### config.mk
export PLATFORM = sky130hd
export DESIGN_NAME = lhr_ram
export DESIGN_NICKNAME = d
export VERILOG_FILES = /design/src/rtl/lhr_ram.sv
export SDC_FILE = /design/constraint.sdc
export NUM_CORES = 1
export LEC_CHECK = 0
export BUFFER_PORTS_ARGS = -buffer_cell sky130_fd_sc_hd__buf_2
export CORE_MARGIN = 2
export CORE_UTILIZATION = 62
export CTS_CLUSTER_SIZE = 40
export DETAILED_ROUTE_END_ITERATION = 12
export HOLD_SLACK_MARGIN = 0.1
export PLACE_DENSITY = 0.79
export SYNTH_ARGS = -nofsm -noshare
export SYNTH_HDL_FRONTEND = slang
export SYNTH_SLANG_ARGS = --single-unit
export TNS_END_PERCENT = 1
### constraint.sdc
create_clock -name clk_i -period 2.6 [get_ports clk_i]
set_input_delay 0.13 -clock clk_i [delete_from_list [all_inputs] [get_ports clk_i]]
set_output_delay 0.13 -clock clk_i [all_outputs]
set_load 0.05 [all_outputs]
### src/rtl/lhr_ram.sv
// ----------------------------------------------------------------------------
// lhr_ram
// Simple dual-port synchronous RAM: one write port, one read port with
// registered read data that holds while no read is issued.
// ----------------------------------------------------------------------------
`default_nettype none

module lhr_ram #(
  parameter int unsigned WIDTH   = 8,
  parameter int unsigned ENTRIES = 64,
  localparam int unsigned AW     = $clog2(ENTRIES)
) (
  input  wire logic             clk_i,
  input  wire logic             we_i,
  input  wire logic [AW-1:0]    waddr_i,
  input  wire logic [WIDTH-1:0] wdata_i,
  input  wire logic             re_i,
  input  wire logic [AW-1:0]    raddr_i,
  output logic      [WIDTH-1:0] rdata_o
);

  logic [WIDTH-1:0] mem_q [ENTRIES];
  logic [WIDTH-1:0] rdata_q;

  always_ff @(posedge clk_i) begin
    if (we_i) begin
      mem_q[waddr_i] <= wdata_i;
    end
    if (re_i) begin
      rdata_q <= mem_q[raddr_i];
    end
  end

  assign rdata_o = rdata_q;

endmodule

`default_nettype wire

After elaboration in Yosys (flattened, before gate mapping)
Memory sizes are Yosys's and may differ from the RTL's. A register that Yosys moved wholly into a read port is not among the register bits.
Cells that the tools add are included.
{"block": "word_totals", "ram_bits": 512, "output_inout_bits": 8, "reg_bits": 0, "word_cells": 3, "mem_count": 1}
{"name": "mem_q", "depth": 64, "word_bits": 8, "rd": 1, "rd_clocked_by_memory_dff": 1, "wr": 1, "line_no": "22", "source": "logic [WIDTH-1:0] mem_q [ENTRIES];"}
{"block": "classes", "muxes": 2}
{"operator": "1-bit two-way mux", "n": 2}

Longest topological paths before layout
{"block": "logic_depth", "word_depth": 2, "ltp_mapped": 9, "depth_no_buf": 5}

Worst setup path after synthesis
Ideal clock, no wire load.
{"block": "synth_path", "path_kind": "input port to flip-flop", "start": "input port raddr_i[1]", "end": "register rdata_q[3] (netlist: rdata_o[3]) (read register of mem_q) (data pin)", "stages": 7, "setup_slack_ns": 0.664, "t_required_ns": 2.334, "setup_ns": 0.266, "t_arrival_ns": 1.670, "n_path_buf": 3, "path_cell_list": "buf_4 buf_2 buf_2 mux4_2 mux4_2 o21ai_1 o41ai_1"}
{"item": "from (decl)", "line_no": "18", "source": "input wire logic [AW-1:0] raddr_i,"}
{"item": "to (decl)", "line_no": "23", "source": "logic [WIDTH-1:0] rdata_q;"}

==> flow_summary.yaml <==
global_route:
  grt_pass1_wl_mm: 68.6
  grt_max_degree: 65
  grt_overflow: 0
  grt_antenna_before_repair: 4
  grt_pass1_vias: 10500
  grt_use_total: 0.283
timing:
  rsz0062_at_grt: "no"
  fin_hold_ws_ns: 0.126
  actual_slew_at_the_worst_max_slew_pin_ns: 1.18
  drv_slew: 0
  postLayoutSetupSlackWorst_ns: 0.203
  fmax_mhz: 417
  final.setup.tns_ns: 0
  setup_viol: 0
  final_hold_viol_count: 0
  timing.max_slew.rel_slack: 0.215
  share_of_the_cycle_needed_by_the_critical_path_after_routing: 0.922
  finClkSkew_ns: 0.0141
  post-route-min-period_ns: 2.40
worst_setup_path:
  timing.critical_path.cells: "mux4_2 -> mux2_2 -> o221a_2 -> nor3_1 -> o32ai_1"
  timing_worst_setup_path_type: "flip-flop to flip-flop"
  endpoint_kind: "flip-flop"
  slowest_delay_ns: 0.51
  timing.critical_path.buf_inv: 0
  critical_path_depth: 5
  critical_path_slowest_stage_cell: "sky130_fd_sc_hd__nor3_1"
  required_ns: 2.88
  timing.critical_path.from_type: "flip-flop"
  critPathTopFamily: "multiplexers"
  critical_path_peak_fanout: 1
  critical_path_arrival_ns: 2.68
  r2r.worst_path.cells: 5
power_and_ir_drop:
  ir_worst_vdd_v: 0.000558
  power.density_cell_area_mw_per_mm2: 746
  power.static_leakage_nw: 7.49
yosys:
  yosys_top_cell_by_area: "sky130_fd_sc_hd__edfxtp_1"
  post_synth.cell_area_avg_um2: 21.5
  syn_nets: 963
  synth_async_sr_flop_share: 0
  synth_top_cells_by_count: "sky130_fd_sc_hd__edfxtp_1, sky130_fd_sc_hd__mux4_2, sky130_fd_sc_hd__nor2_1, sky130_fd_sc_hd__mux2i_1, sky130_fd_sc_hd__nand2_1"
  netlist_instances: 940
  synth_sequential_area_ratio: 0.771
  post-synth-top-area-fraction: 0.771
  synth-warning-count: 0
  synth.distinct_cells: 39
  post_synth_main_area_contributors: "sky130_fd_sc_hd__edfxtp_1, sky130_fd_sc_hd__mux4_2, sky130_fd_sc_hd__nor2_1"
  synthMostInstantiatedCell: "sky130_fd_sc_hd__edfxtp_1"
  yosys_most_used_dff: "sky130_fd_sc_hd__edfxtp_1"
  edff_count_synth: 520
  post_synth_instance_area_mm2: 0.0202
  yosys_register_bits: 520
clock_tree:
  cts-hold-fix-buffers: 7
  cts.repair_timing.setup_buffer_count: 0
  cts-root-to-sink-buffers: 3
  cts_tree: "yes"
  clkSlewWorstSetupHoldPaths_ns: 0.06
  cts_htree_levels: 2
  cts.sink_count: 520
  clock_latency_ns: 0.57
  clock_tree.root_cell: "sky130_fd_sc_hd__clkbuf_16"
  post_cts_resize_count: 0
  cts-buffers-inserted: 50
die:
  x_dimension_of_the_die_um: 185
  die_height_um: 185
  core_area_mm2: 0.0324
  rows: 66
  top_level_ports: 31
  start_util: 0.625
  fp.dieArea_mm2: 0.0341
route:
  routed_wirelength_mm: 46.2
  route.antenna.remaining_nets: 0
  post-route-drc-count: 0
  detail_route.wl_per_cell_um: 29.4
  drt-pass1-iter-count: 6
  detailroute.via_count: 10400
  ratio_of_routed_vias_to_standard_cells: 6.64
  drt_iter0_drc: 1723
finish:
  layout-drive-gt1-share: 0.314
  num-nets-final: 1111
  flow.area_growth_from_synthesis_pct: 14.8
  postLayoutCoreUtil: 0.718
placed_design:
  global_placer_s_final_weighted_congestion: 0.857
  buffer_ports.inserted: 30
  dpl.hpwl_mm: 28.0
  worst_slack_placed_ns: 0.117
min_path:
  cell_count_of_the_worst_hold_path: 1
  hold_path.class: "input pin to flip-flop"
run:
  cap_violations: 0
outcome:
  run_status: "finished, final reports clean"
==> layout make-up <==
cell class,count,area (µm²)
sequential,520,15600
clock inverter,28,243
timing repair buffer,147,1150
antenna,6,15.0
tap,442,553
clock buffer,62,1360
multi-input combinational,369,4320
fill,1829,9120
==> registers in the layout, summed over array words and instances, names as in the netlist <==
name and cells:
mem_q 512, rdata_o 8
==> through the flow <==
step,std cells,area [µm²],total power [mW]
2_1_floorplan,940,20200,10.0
3_3_place_gp,1471,21600,10.4
3_5_place_dp,1471,21600,10.4
4_1_cts,1568,23200,17.4
5_1_grt,1572,23200,17.8
6_report,1574,23200,17.3
==> where the power goes <==
part           total, mW  switching, mW  internal (mW)
Combinational      0.946          0.585          0.361
Sequential          9.32         0.0243           9.30
Clock               7.08           2.98           4.10
==> metal layers <==
layer,part of all wire,wire length (µm),vias to the layer above,global-route usage
met5,0.00041,19,-,0
met4,0.038,1740,2,0.0965
met3,0.11,5300,143,0.0632
met2,0.47,21800,776,0.438
met1,0.37,17300,5284,0.410
li1,-,-,4239,-
==> worst paths after layout <==
kind                              startpoint      endpoint  slack, ns
worst max register to register  mem_q[29][4]    rdata_o[4]       0.20
worst min-delay path              wdata_i[0]  mem_q[21][0]       0.13
worst max-delay path            mem_q[29][4]    rdata_o[4]       0.20
worst min register to register  mem_q[31][6]    rdata_o[6]       0.97
==> logic make-up after synthesis <==
group,count (synthesis),share of synthesized area
mux,162,0.159
flops,520,0.771
compound gates,54,0.0206
buf+inv,51,0.0156
simple gates,153,0.0337
==> cells in the final DEF, fill, tap and decap left out, types with 8 or more instances in the layout <==
cell type                   instances
sky130_fd_sc_hd__buf_4            105
sky130_fd_sc_hd__nor2b_1           14
sky130_fd_sc_hd__nand3_1           13
sky130_fd_sc_hd__mux4_2           126
sky130_fd_sc_hd__edfxtp_1         520
sky130_fd_sc_hd__clkbuf_16         53
sky130_fd_sc_hd__clkbuf_1           9
sky130_fd_sc_hd__buf_2             27
sky130_fd_sc_hd__clkinv_2          11
sky130_fd_sc_hd__nand2_1           19
sky130_fd_sc_hd__clkinv_1           8
sky130_fd_sc_hd__o221ai_1           8
sky130_fd_sc_hd__nor2_1            83
sky130_fd_sc_hd__mux2i_1           23
sky130_fd_sc_hd__o22ai_1            8
sky130_fd_sc_hd__mux2_2            13
(Power assumes the default switching activity.)
